**src/design/aept_pkg.sv**
```systemverilog
// ----------------------------------------------------------------------------
// aept_pkg
// Shared widths, constants and types of the acceleration energy peak tracker.
// ----------------------------------------------------------------------------
package aept_pkg;

   localparam int ACC_W         = 16;      // one axis sample
   localparam int AXES          = 3;
   localparam int SQ_W          = 2 * ACC_W;
   localparam int MEAN_W        = 33;      // energy and window mean, signed
   localparam int PEAK_W        = 32;
   localparam int REQ_DATA_W    = 48;      // three axes, whole bytes
   localparam int RSP_DATA_W    = 72;      // mean and peak, padded to bytes
   localparam int GRAVITY_SQ    = 409600;  // 100 m^2/s^4 in 1/4096 units
   localparam int DEF_WINDOW    = 8;
   localparam int DEF_MAX_BATCH = 16;

   localparam logic OP_SAMPLE = 1'b0;
   localparam logic OP_CLEAR  = 1'b1;

   typedef struct packed {
      logic done;
      logic rem_nz;
   } div_status_type;

endpackage

```
**src/design/aept_div.sv**
```systemverilog
// ----------------------------------------------------------------------------
// aept_div
// Restoring unsigned divider, one quotient bit per cycle. The dividend shifts
// out of the top of the working register while quotient bits shift in below.
// ----------------------------------------------------------------------------
module aept_div
   import aept_pkg::*;
#(
   parameter int DW = 21,
   parameter int VW = 5
) (
   input  logic           clock,
   input  logic           reset,
   input  logic           start,
   input  logic [DW-1:0]  dividend,
   input  logic [VW-1:0]  divisor,
   output logic [DW-1:0]  quotient,
   output div_status_type status
);

   localparam int CW = $clog2(DW);

   logic [DW-1:0] quo_ff, quo_in;
   logic [VW-1:0] rem_ff, rem_in;
   logic [CW-1:0] cnt_ff, cnt_in;
   logic          busy_ff, busy_in;
   logic          done_ff, done_in;
   logic [VW:0]   trial;
   logic [VW:0]   diff;
   logic          fits;

   always_comb begin
      trial   = {rem_ff, quo_ff[DW-1]};
      diff    = trial - {1'b0, divisor};
      fits    = (trial >= {1'b0, divisor});
      quo_in  = quo_ff;
      rem_in  = rem_ff;
      cnt_in  = cnt_ff;
      busy_in = busy_ff;
      done_in = 1'b0;
      if (start) begin
         quo_in  = dividend;
         rem_in  = '0;
         cnt_in  = '0;
         busy_in = 1'b1;
      end else if (busy_ff) begin
         quo_in = {quo_ff[DW-2:0], fits};
         rem_in = fits ? diff[VW-1:0] : trial[VW-1:0];
         cnt_in = cnt_ff + 1'b1;
         if (cnt_ff == CW'(DW - 1)) begin
            busy_in = 1'b0;
            done_in = 1'b1;
         end
      end
   end

   always_ff @(posedge clock) begin
      if (reset) begin
         busy_ff <= 1'b0;
         done_ff <= 1'b0;
         cnt_ff  <= '0;
      end else begin
         busy_ff <= busy_in;
         done_ff <= done_in;
         cnt_ff  <= cnt_in;
      end
   end

   always_ff @(posedge clock) begin
      quo_ff <= quo_in;
      rem_ff <= rem_in;
   end

   assign quotient      = quo_ff;
   assign status.done   = done_ff;
   assign status.rem_nz = |rem_ff;

endmodule

```
**src/design/accel_energy_peak_tracker.sv**
```systemverilog
// ----------------------------------------------------------------------------
// accel_energy_peak_tracker
// Batch-averaged acceleration energy over a sliding window, with peak tracking.
// ----------------------------------------------------------------------------
// req carries samples (tdata: acc_x, acc_y, acc_z from bit 0 up), tuser is the
// operation (sample or clear) and tlast marks the last sample of a batch.
// A sample that is not last, and a clear, are taken without leaving idle;
// req_tready stays high for them even while a result waits on rsp.
// A last sample starts the evaluation: three bit-serial dividers average the
// axes, one shared 16x16 multiplier squares them, the window store is updated
// and a further bit-serial divider forms the window mean. req_tready is low
// from acceptance until the result register is loaded.
// rsp carries window_mean and peak_value in tdata, new_peak and notify in
// tuser. The result register holds while rsp_tready is low; a following
// evaluation waits for it to drain. csr writes the subscribed bit and is
// always ready. Reset clears the window, peak, batch and subscribed bit.
// ----------------------------------------------------------------------------
module accel_energy_peak_tracker
   import aept_pkg::*;
#(
   parameter int WINDOW    = DEF_WINDOW,
   parameter int MAX_BATCH = DEF_MAX_BATCH
) (
   input  logic                  clock,
   input  logic                  reset,
   // request channel
   input  logic                  req_tvalid,
   output logic                  req_tready,
   input  logic [REQ_DATA_W-1:0] req_tdata,   // acc_x, acc_y, acc_z
   input  logic                  req_tuser,   // operation
   input  logic                  req_tlast,   // last_in_batch
   // result channel
   output logic                  rsp_tvalid,
   input  logic                  rsp_tready,
   output logic [RSP_DATA_W-1:0] rsp_tdata,   // window_mean, peak_value, zero pad
   output logic [1:0]            rsp_tuser,   // new_peak, notify
   // register write
   input  logic                  csr_valid,
   output logic                  csr_ready,
   input  logic                  csr_data
);

   localparam int CNT_W  = $clog2(MAX_BATCH + 1);
   localparam int SUM_W  = ACC_W + CNT_W;
   localparam int TOT_W  = MEAN_W + $clog2(WINDOW);
   localparam int WIN_W  = $clog2(WINDOW + 1);
   localparam int SLOT_W = (WINDOW > 1) ? $clog2(WINDOW) : 1;

   localparam logic [2:0] ST_IDLE   = 3'd0;
   localparam logic [2:0] ST_DIV    = 3'd1;
   localparam logic [2:0] ST_SQ     = 3'd2;
   localparam logic [2:0] ST_NRG    = 3'd3;
   localparam logic [2:0] ST_TOT    = 3'd4;
   localparam logic [2:0] ST_MSTART = 3'd5;
   localparam logic [2:0] ST_MEAN   = 3'd6;
   localparam logic [2:0] ST_OUT    = 3'd7;

   logic [2:0]               state_ff, state_in;
   logic signed [SUM_W-1:0]  sum_ff [AXES];
   logic signed [SUM_W-1:0]  sum_in [AXES];
   logic signed [SUM_W-1:0]  sum_new [AXES];
   logic signed [ACC_W-1:0]  acc_s [AXES];
   logic [CNT_W-1:0]         count_ff, count_in, count_new;
   logic [CNT_W-1:0]         divisor_ff, divisor_in;
   logic                     sub_ff, sub_in;
   logic [SLOT_W-1:0]        slot_ff, slot_in;
   logic [WINDOW-1:0]        wvld_ff, wvld_in;
   logic signed [TOT_W-1:0]  total_ff, total_in;
   logic [PEAK_W-1:0]        peak_ff, peak_in;
   logic [1:0]               sq_cnt_ff, sq_cnt_in;
   logic [SQ_W-1:0]          prod_ff, prod_in;
   logic [SQ_W-1:0]          sq_acc_ff, sq_acc_in;
   logic [ACC_W-1:0]         sq_sel;
   logic signed [MEAN_W-1:0] energy_ff, energy_in;
   logic signed [MEAN_W-1:0] old_val;
   logic                     tneg_ff, tneg_in;
   logic signed [MEAN_W-1:0] mean_ff, mean_in;
   logic [MEAN_W-1:0]        qm;
   logic                     raised;
   logic                     rsp_valid_ff, rsp_valid_in;
   logic [MEAN_W-1:0]        rsp_mean_ff, rsp_mean_in;
   logic [PEAK_W-1:0]        rsp_peak_ff, rsp_peak_in;
   logic                     rsp_new_ff, rsp_new_in;
   logic                     rsp_notify_ff, rsp_notify_in;
   logic                     req_accept;
   logic                     ax_start, win_start, mem_we;
   logic [SUM_W-1:0]         ax_mag [AXES];
   logic [SUM_W-1:0]         ax_quo [AXES];
   div_status_type           ax_stat [AXES];
   logic [TOT_W-1:0]         win_mag;
   logic [TOT_W-1:0]         win_quo;
   div_status_type           win_stat;
   logic signed [MEAN_W-1:0] win_mem_ff [WINDOW];
   logic signed [MEAN_W-1:0] rd_ff;

   assign req_tready = (state_ff == ST_IDLE);
   assign req_accept = req_tvalid && req_tready;
   assign csr_ready  = 1'b1;

   // batch accumulation and axis magnitudes
   always_comb begin
      count_new = count_ff;
      for (int i = 0; i < AXES; i++) begin
         acc_s[i]   = req_tdata[i*ACC_W +: ACC_W];
         sum_new[i] = sum_ff[i];
      end
      if (count_ff < CNT_W'(MAX_BATCH)) begin
         count_new = count_ff + 1'b1;
         for (int i = 0; i < AXES; i++) begin
            sum_new[i] = sum_ff[i] + SUM_W'(acc_s[i]);
         end
      end
      for (int i = 0; i < AXES; i++) begin
         ax_mag[i] = sum_new[i][SUM_W-1] ? $unsigned(-sum_new[i]) : $unsigned(sum_new[i]);
      end
   end

   always_comb begin
      case (sq_cnt_ff)
         2'd0:    sq_sel = ax_quo[0][ACC_W-1:0];
         2'd1:    sq_sel = ax_quo[1][ACC_W-1:0];
         2'd2:    sq_sel = ax_quo[2][ACC_W-1:0];
         default: sq_sel = '0;
      endcase
   end

   assign old_val = wvld_ff[slot_ff] ? rd_ff : '0;
   assign win_mag = total_ff[TOT_W-1] ? $unsigned(-total_ff) : $unsigned(total_ff);
   // floor for negative totals: round the magnitude up
   assign qm      = win_quo[MEAN_W-1:0] + MEAN_W'(tneg_ff & win_stat.rem_nz);
   assign raised  = !mean_ff[MEAN_W-1] && (mean_ff[PEAK_W-1:0] > peak_ff);

   always_comb begin
      state_in      = state_ff;
      sum_in        = sum_ff;
      count_in      = count_ff;
      divisor_in    = divisor_ff;
      sub_in        = (csr_valid && csr_ready) ? csr_data : sub_ff;
      slot_in       = slot_ff;
      wvld_in       = wvld_ff;
      total_in      = total_ff;
      peak_in       = peak_ff;
      sq_cnt_in     = sq_cnt_ff;
      prod_in       = prod_ff;
      sq_acc_in     = sq_acc_ff;
      energy_in     = energy_ff;
      tneg_in       = tneg_ff;
      mean_in       = mean_ff;
      rsp_valid_in  = rsp_valid_ff && !rsp_tready;
      rsp_mean_in   = rsp_mean_ff;
      rsp_peak_in   = rsp_peak_ff;
      rsp_new_in    = rsp_new_ff;
      rsp_notify_in = rsp_notify_ff;
      ax_start      = 1'b0;
      win_start     = 1'b0;
      mem_we        = 1'b0;
      case (state_ff)
         ST_IDLE: begin
            if (req_accept) begin
               if (req_tuser == OP_CLEAR) begin
                  for (int i = 0; i < AXES; i++) begin
                     sum_in[i] = '0;
                  end
                  count_in = '0;
                  wvld_in  = '0;
                  total_in = '0;
                  slot_in  = '0;
                  peak_in  = '0;
               end else if (req_tlast) begin
                  ax_start   = 1'b1;
                  divisor_in = count_new;
                  for (int i = 0; i < AXES; i++) begin
                     sum_in[i] = '0;
                  end
                  count_in = '0;
                  state_in = ST_DIV;
               end else begin
                  sum_in   = sum_new;
                  count_in = count_new;
               end
            end
         end
         ST_DIV: begin
            if (ax_stat[0].done) begin
               sq_cnt_in = '0;
               sq_acc_in = '0;
               state_in  = ST_SQ;
            end
         end
         ST_SQ: begin
            // multiply one axis per cycle, accumulate the registered product in the cycle after
            prod_in   = SQ_W'(sq_sel) * SQ_W'(sq_sel);
            sq_cnt_in = sq_cnt_ff + 1'b1;
            if (sq_cnt_ff != 2'd0) begin
               sq_acc_in = sq_acc_ff + prod_ff;
            end
            if (sq_cnt_ff == 2'd3) begin
               state_in = ST_NRG;
            end
         end
         ST_NRG: begin
            energy_in = $signed({1'b0, sq_acc_ff}) - MEAN_W'(GRAVITY_SQ);
            state_in  = ST_TOT;
         end
         ST_TOT: begin
            total_in         = total_ff - TOT_W'(old_val) + TOT_W'(energy_ff);
            mem_we           = 1'b1;
            wvld_in[slot_ff] = 1'b1;
            slot_in          = (slot_ff == SLOT_W'(WINDOW - 1)) ? '0 : slot_ff + 1'b1;
            state_in         = ST_MSTART;
         end
         ST_MSTART: begin
            win_start = 1'b1;
            tneg_in   = total_ff[TOT_W-1];
            state_in  = ST_MEAN;
         end
         ST_MEAN: begin
            if (win_stat.done) begin
               mean_in  = tneg_ff ? -qm : qm;
               state_in = ST_OUT;
            end
         end
         ST_OUT: begin
            if (!rsp_valid_ff || rsp_tready) begin
               rsp_valid_in  = 1'b1;
               rsp_mean_in   = mean_ff;
               rsp_peak_in   = raised ? mean_ff[PEAK_W-1:0] : peak_ff;
               rsp_new_in    = raised;
               rsp_notify_in = raised && sub_ff;
               if (raised) begin
                  peak_in = mean_ff[PEAK_W-1:0];
               end
               state_in = ST_IDLE;
            end
         end
         default: begin
            state_in = ST_IDLE;
         end
      endcase
   end

   always_ff @(posedge clock) begin
      if (reset) begin
         state_ff     <= ST_IDLE;
         for (int i = 0; i < AXES; i++) begin
            sum_ff[i] <= '0;
         end
         count_ff     <= '0;
         sub_ff       <= 1'b0;
         slot_ff      <= '0;
         wvld_ff      <= '0;
         total_ff     <= '0;
         peak_ff      <= '0;
         sq_cnt_ff    <= '0;
         rsp_valid_ff <= 1'b0;
      end else begin
         state_ff     <= state_in;
         sum_ff       <= sum_in;
         count_ff     <= count_in;
         sub_ff       <= sub_in;
         slot_ff      <= slot_in;
         wvld_ff      <= wvld_in;
         total_ff     <= total_in;
         peak_ff      <= peak_in;
         sq_cnt_ff    <= sq_cnt_in;
         rsp_valid_ff <= rsp_valid_in;
      end
   end

   always_ff @(posedge clock) begin
      divisor_ff    <= divisor_in;
      prod_ff       <= prod_in;
      sq_acc_ff     <= sq_acc_in;
      energy_ff     <= energy_in;
      tneg_ff       <= tneg_in;
      mean_ff       <= mean_in;
      rsp_mean_ff   <= rsp_mean_in;
      rsp_peak_ff   <= rsp_peak_in;
      rsp_new_ff    <= rsp_new_in;
      rsp_notify_ff <= rsp_notify_in;
   end

   // window store; entries without a valid bit read as zero
   always_ff @(posedge clock) begin
      if (mem_we) begin
         win_mem_ff[slot_ff] <= energy_ff;
      end
      rd_ff <= win_mem_ff[slot_ff];
   end

   for (genvar g = 0; g < AXES; g++) begin : g_axis
      aept_div #(
         .DW (SUM_W),
         .VW (CNT_W)
      ) u_axis_div (
         .clock    (clock),
         .reset    (reset),
         .start    (ax_start),
         .dividend (ax_mag[g]),
         .divisor  (divisor_ff),
         .quotient (ax_quo[g]),
         .status   (ax_stat[g])
      );
   end

   aept_div #(
      .DW (TOT_W),
      .VW (WIN_W)
   ) u_win_div (
      .clock    (clock),
      .reset    (reset),
      .start    (win_start),
      .dividend (win_mag),
      .divisor  (WIN_W'(WINDOW)),
      .quotient (win_quo),
      .status   (win_stat)
   );

   assign rsp_tvalid = rsp_valid_ff;
   assign rsp_tdata  = {(RSP_DATA_W - MEAN_W - PEAK_W)'(0), rsp_peak_ff, rsp_mean_ff};
   assign rsp_tuser  = {rsp_notify_ff, rsp_new_ff};

   // the three axis dividers run in lockstep
   a_axis_lockstep : assert property (@(posedge clock) disable iff (reset)
      (ax_stat[1].done == ax_stat[0].done) && (ax_stat[2].done == ax_stat[0].done))
      else $error("axis dividers out of step");

   // the peak only grows, except through a clear request
   a_peak_monotonic : assert property (@(posedge clock) disable iff (reset)
      !(req_accept && (req_tuser == OP_CLEAR)) |=> (peak_ff >= $past(peak_ff)))
      else $error("peak decreased without clear");

   // a new peak is the reported mean
   a_new_peak_value : assert property (@(posedge clock) disable iff (reset)
      (rsp_valid_ff && rsp_new_ff) |-> (rsp_mean_ff == {1'b0, rsp_peak_ff}))
      else $error("new peak differs from window mean");

   a_notify_needs_peak : assert property (@(posedge clock) disable iff (reset)
      (rsp_valid_ff && rsp_notify_ff) |-> (rsp_new_ff && sub_ff))
      else $error("notify without new peak or subscription");

endmodule
```
**config.mk**
```make
export PLATFORM = sky130hd
export DESIGN_NAME = accel_energy_peak_tracker
export DESIGN_NICKNAME = d
export VERILOG_FILES = /design/src/design/aept_pkg.sv /design/src/design/aept_div.sv /design/src/design/accel_energy_peak_tracker.sv
export SDC_FILE = /design/constraint.sdc
export NUM_CORES = 2
export LEC_CHECK = 0
export BUFFER_PORTS_ARGS = -buffer_cell sky130_fd_sc_hd__clkbuf_2
export CAP_MARGIN = 20
export CORE_ASPECT_RATIO = 0.5
export CORE_MARGIN = 4
export CORE_UTILIZATION = 58
export CTS_CLUSTER_DIAMETER = 60
export CTS_CLUSTER_SIZE = 16
export DETAILED_ROUTE_END_ITERATION = 10
export PLACE_DENSITY = 0.88
export SLEW_MARGIN = 40
export SYNTH_ARGS = -nofsm -noshare
export SYNTH_HDL_FRONTEND = slang
export SYNTH_SLANG_ARGS = --single-unit
```
**constraint.sdc**
```tcl
create_clock -name clock -period 7.6 [get_ports clock]
set_input_delay 1.52 -clock clock [delete_from_list [all_inputs] [get_ports clock]]
set_output_delay 1.52 -clock clock [all_outputs]
set_load 0.005 [all_outputs]
```
After elaboration in Yosys (flattened, before gate mapping)
Memories as Yosys holds them, arrays and structs flattened. A register that Yosys moved wholly into a read port is not among the register bits.
Cells that the tools add are included.
Storage, ports and cells
  output and inout port bits: 77
  memories: 1
  bits in writable memories: 264
  flip-flop bits (word level): 502
Memory list
  win_mem_ff: words 8, width 33, rd ports 1, clocked after Yosys merged registers in 1, write ports 1, RTL line accel_energy_peak_tracker.sv:93  | logic signed [MEAN_W-1:0] win_mem_ff [WINDOW];
Cells by class
  add/sub/neg operators: 24
  magnitude comparators: 8
  bitwise operators: 5
  reduce and logical (&&, ||, !) cells: 33
  equal/unequal tests: 24
  mux-type cells: 81
  $mul: 1
Operators with widths (number)
  2-to-1 mux 32 bit: 6
  2-to-1 mux 21 bit: 9
  2-to-1 mux 63 bit: 3
  2-to-1 mux 36 bit: 5
  case mux 32 bit (2 select lines): 2
  case mux 36 bit (2 select lines): 1
  2-to-1 mux 33 bit: 2
  adder 21 x 16 -> 21 bit: 3
  negator 21 bit: 3
  case mux 16 bit (3 select lines): 1
  adder 36 x 33 -> 36 bit: 1
  negator 36 bit: 1
  subtractor 36 x 33 -> 36 bit: 1
  adder 33 x 1 -> 33 bit: 1
  negator 33 bit: 1
  subtractor 32 x 19 -> 33 bit (second input constant): 1
  adder 32 bit: 1
  > comparator 32 bit: 1
  multiplier 16 x 16 -> 32 bit: 1
  2-to-1 mux 3 bit: 10
  2-to-1 mux 5 bit: 6
  2-to-1 mux 1 bit: 26
  case mux 3 bit (8 select lines): 1
  adder 5 x 1 -> 5 bit (second input constant): 4
  other kinds (43): 85

Longest topological paths before layout
  depth in word-level cells: 6
  gate-level depth with buffers: 34
  depth with buffers taken out: 31

Cells and area by module
A second synthesis with hierarchy kept.
Second synthesis, totals
  cell total of the unflattened synthesis: 4707
  area total of the unflattened synthesis: 49541.3 um2
Modules (own cells, without submodules)
  accel_energy_peak_tracker: times used 1, area an instance 42294.3 um2, seq. area each 17737.0 um2, cells an instance 4123
  aept_div (g_axis[0].u_axis_div ...): times used 3, area an instance 1684.1 um2, seq. area each 870.8 um2, cells an instance 142
  aept_div (u_win_div): times used 1, area an instance 2194.6 um2, seq. area each 1321.3 um2, cells an instance 158

Worst setup path after synthesis
Ideal clock, no wire load.
  kind: reg2reg
  start: register sq_cnt_ff[0]
  end: register prod_ff[31] (data pin)
  period minus slack after synthesis: 7564 ps
  path slack: 36 ps
  path buffers: 4
  data arrival time: 7303 ps
  library setup time: 260 ps
  cell stages (with the launch flop): 29
  cell sequence: dfxtp_1 -> inv_1 -> ha_1 -> clkbuf_1 -> clkbuf_1 -> a222oi_1 -> clkbuf_1 -> nor2_1 -> nand2_1 -> fa_1 -> fa_1 -> inv_1 -> fa_1 -> fa_1 -> fa_1 -> inv_1 -> fa_1 -> inv_1 -> ha_1 -> clkbuf_1 -> o2111ai_1 -> a221oi_1 -> a41oi_1 -> o21ai_0 -> a211o_1 -> a21oi_1 -> o21ai_0 -> a31oi_1 -> xnor2_1
On the way
  word-level cells in the longest chain between the ends: 3
RTL lines
  start: declaration: RTL line accel_energy_peak_tracker.sv:70  | logic [1:0] sq_cnt_ff, sq_cnt_in;
  start signal: assignment: RTL line accel_energy_peak_tracker.sv:265  | sq_cnt_ff <= sq_cnt_in;
  == test 2 bit, or another cell as far along: RTL line accel_energy_peak_tracker.sv:119  | case (sq_cnt_ff)
  case mux 16 bit (3 select lines) *: RTL line accel_energy_peak_tracker.sv:119
  multiplier 16 x 16 -> 32 bit *: RTL line accel_energy_peak_tracker.sv:192  | prod_in = SQ_W'(sq_sel) * SQ_W'(sq_sel);
  end signal: assignment: RTL line accel_energy_peak_tracker.sv:272  | prod_ff <= prod_in;
  end: declaration: RTL line accel_energy_peak_tracker.sv:71  | logic [SQ_W-1:0] prod_ff, prod_in;
Mark *: on every way between the ends. The rest lies on a longest branch, timed or not.
A chain may end at the register's enable or synchronous reset.

Worst setup path after layout
  start: register sq_cnt_ff[1]
  end: register prod_ff[31] (data pin)
Same word-level chain as after synthesis.

==> impl_metrics.tcl <==
set metrics [dict create \
    status "complete, no violations" \
    drt_iter0_drc 3531 \
    cpPeakStageDelay_ns 0.55 \
    io_pins 133 \
    ys.flop_type "edfxtp_1" \
    start_util_pct 59.12 \
    wl_per_cell_um 19.51 \
    syn_avg_cell_area_um2 10.24 \
    hold_class "reg2reg" \
    dr.pass1.iters 6 \
    regArea_mm2 0.02164 \
    syn_area_mm2 0.05010 \
    fmax_mhz 135.1 \
    setup_viol 0 \
    ctsHoldBuffers 0 \
    syn_inst 4894 \
    synth-seq-area-share_pct 43.18 \
    cts_buffer_depth 3 \
    finClkSkew_ns 0.05142 \
    die_width_um 423.6 \
    cts_max_level 2 \
    synth_top_area_cell "edfxtp_1" \
    drive_gt1_share_pct 9.035 \
    relSlewSlack_pct 43.57 \
    rows 75 \
    crit_buf_inv 6 \
    grt_max_degree 79 \
    hold_viol 0 \
    maxSlewViolCount 0 \
    grt_first_pass_wirelength_mm 193.7 \
    vias_per_cell 6.125 \
    insertion_delay_ns 0.67 \
    cp_data_required_time_ns 7.97 \
    cts.sinks 798 \
    tightest_slew_ns 0.8465 \
    yosys-top-cells-area "edfxtp_1 (34%), dfxtp_1 (9.3%), fa_1 (8.2%)" \
    clock-root-buffer "clkbuf_16" \
    end_kind "register" \
    path_common_cell "fa_1" \
    fin_nets 5508 \
    filler_cell_count 6352 \
    clk_pin_slew_ns 0.08 \
    io_buffers 124 \
    synth_seq_cells 798 \
    dp_hpwl_mm 85.43 \
    yosysWarnings 0 \
    crit_type "reg2reg" \
    ff2ff_setup_slack_ns 0.20 \
    synth_async_sr_flop_share_pct 0 \
    cp.arrival_ns 7.77 \
    yosysTopAreaCellShare_pct 33.87 \
    gp_congestion 0.9067 \
    grtUsageTotal_pct 25.65 \
    setup_tns_ns 0 \
    die_h_um 215.8 \
    start_kind "register" \
    synthTopCellsByCount "edfxtp_1 (565), inv_1 (514), nand2_1 (381)" \
    area_growth_pct 8.007 \
    drv_cap 0 \
    critical-path-top-delay-family "adder cells" \
    routed_wl_mm 120.1 \
    design.core.area_mm2 0.08474 \
    synth_edf_count 565 \
    grt_pass1_vias 37610 \
    synth_most_common_cell "edfxtp_1" \
    ys_types 101 \
    grt-ovfl-total 0 \
    diodes 0 \
    crit_slowest_cell "fa_1" \
    antenna_found_initial 0 \
    period_minus_slack_ns 7.399 \
    finalCritPeriodShare_pct 97.36 \
    drcViolationCount 0 \
    antenna_left 0 \
    numCtsBuffers 58 \
    multi_input_area_mm2 0.02595 \
    cts_tree "built" \
    die-area_mm2 0.09143 \
    vias 37720 \
    whs_ns 0.4508 \
    worst-path-max-fanout 15 \
]
==> metrics by stage <==
stage / area (um^2) / instances / util, % / setup WS, ns
3_3_place_gp: 51980 / 6040 / 61.34 / 0.04808
4_1_cts: 53870 / 6155 / 63.57 / 0.01089
3_5_place_dp: 52070 / 6043 / 61.45 / -0.2859
6_report: 54110 / 6158 / 63.85 / 0.2006
2_1_floorplan: 50120 / 4900 / - / 0.03634
5_1_grt: 54110 / 6158 / 63.85 / -0.06844
==> what timing repair did <==
action | CTS | global route
setup endpoints to repair | 6 | 9
setup buffers | 3 | 2
resized for setup | 7 | 44
pin swaps | 0 | 9
==> cell usage in the layout (no fill, tap or decap), types with 37 or more instances in the layout <==
cell	instances
a21o_1	115
a21oi_1	186
a22oi_1	183
and2_1	63
and3_1	37
buf_4	90
clkbuf_1	41
clkbuf_16	59
clkbuf_2	123
dfxtp_1	231
edfxtp_1	565
fa_1	205
ha_1	286
inv_1	508
mux2_2	47
nand2_1	370
nand2b_1	55
nand3_1	93
nand4_1	68
nor2_1	371
nor3_1	76
o21ai_0	196
o31ai_1	43
xnor2_1	193
xor2_1	106
==> worst min-delay path: stages (launching register included) <==
cell and delay [ns]:
edfxtp_1 0.32, a22oi_1 0.07, nand4_1 0.07
==> per-layer routing <==
metal  vias to the layer above  wire length (um)  global-route usage (%)
met2                      1620             59070                   45.13
met1                     18200             48740                   32.82
met4                         0              3565                   7.729
met5                         -                 0                       0
met3                       324              8755                   3.994
li1                      17570                 -                       -
==> area by class of cell <==
| class | instances | area share (%) |
|---|---|---|
| tap | 1155 | 2.671 |
| inverter | 518 | 3.610 |
| sequential | 798 | 39.99 |
| clock inverter | 8 | 0.1942 |
| timing repair buffer | 218 | 2.539 |
| clock buffer | 101 | 3.039 |
| multi-input combinational | 3360 | 47.96 |
==> cells by family after synthesis <==
family,after synthesis,synth area share (%)
flip-flops,798,43.18
AND/OR/NAND/NOR,1378,13.54
multiplexers,82,1.756
adder cells (fa/ha/maj),498,15.51
buffers and inverters,742,5.722
XOR/XNOR,299,5.227
other,2,0.01499
AO/OA/AOI/OAI,1095,15.05
==> sequential cells by signal (all words and copies together), names as in the netlist, 5 cells and up <==
signal                      flops
win_mem_ff                    264
sum_ff                         63
sq_acc_ff                      32
mean_ff                        33
prod_ff                        31
count_ff                        5
divisor_ff                      5
rsp_peak_ff                    32
g_axis.u_axis_div.cnt_ff       15
u_win_div.cnt_ff                6
total_ff                       36
rsp_mean_ff                    33
rd_ff                          33
u_win_div.quotient             36
g_axis.u_axis_div.rem_ff       15
peak_ff                        32
energy_ff                      33
g_axis.u_axis_div.quotient     63
wvld_ff                         8
==> final timing paths <==
| path | start | cells after the start | to |
|---|---|---|---|
| setup / recovery | sq_cnt_ff[1] | 26 | prod_ff[31] |
| hold / removal | win_mem_ff[4][21] | 2 | rd_ff[21] |
| setup reg to reg | sq_cnt_ff[1] | 26 | prod_ff[31] |
| hold reg to reg | win_mem_ff[4][21] | 2 | rd_ff[21] |
Power is not shown: default switching activity piles up to over one toggle a cycle in this logic, so the estimate is an artifact.
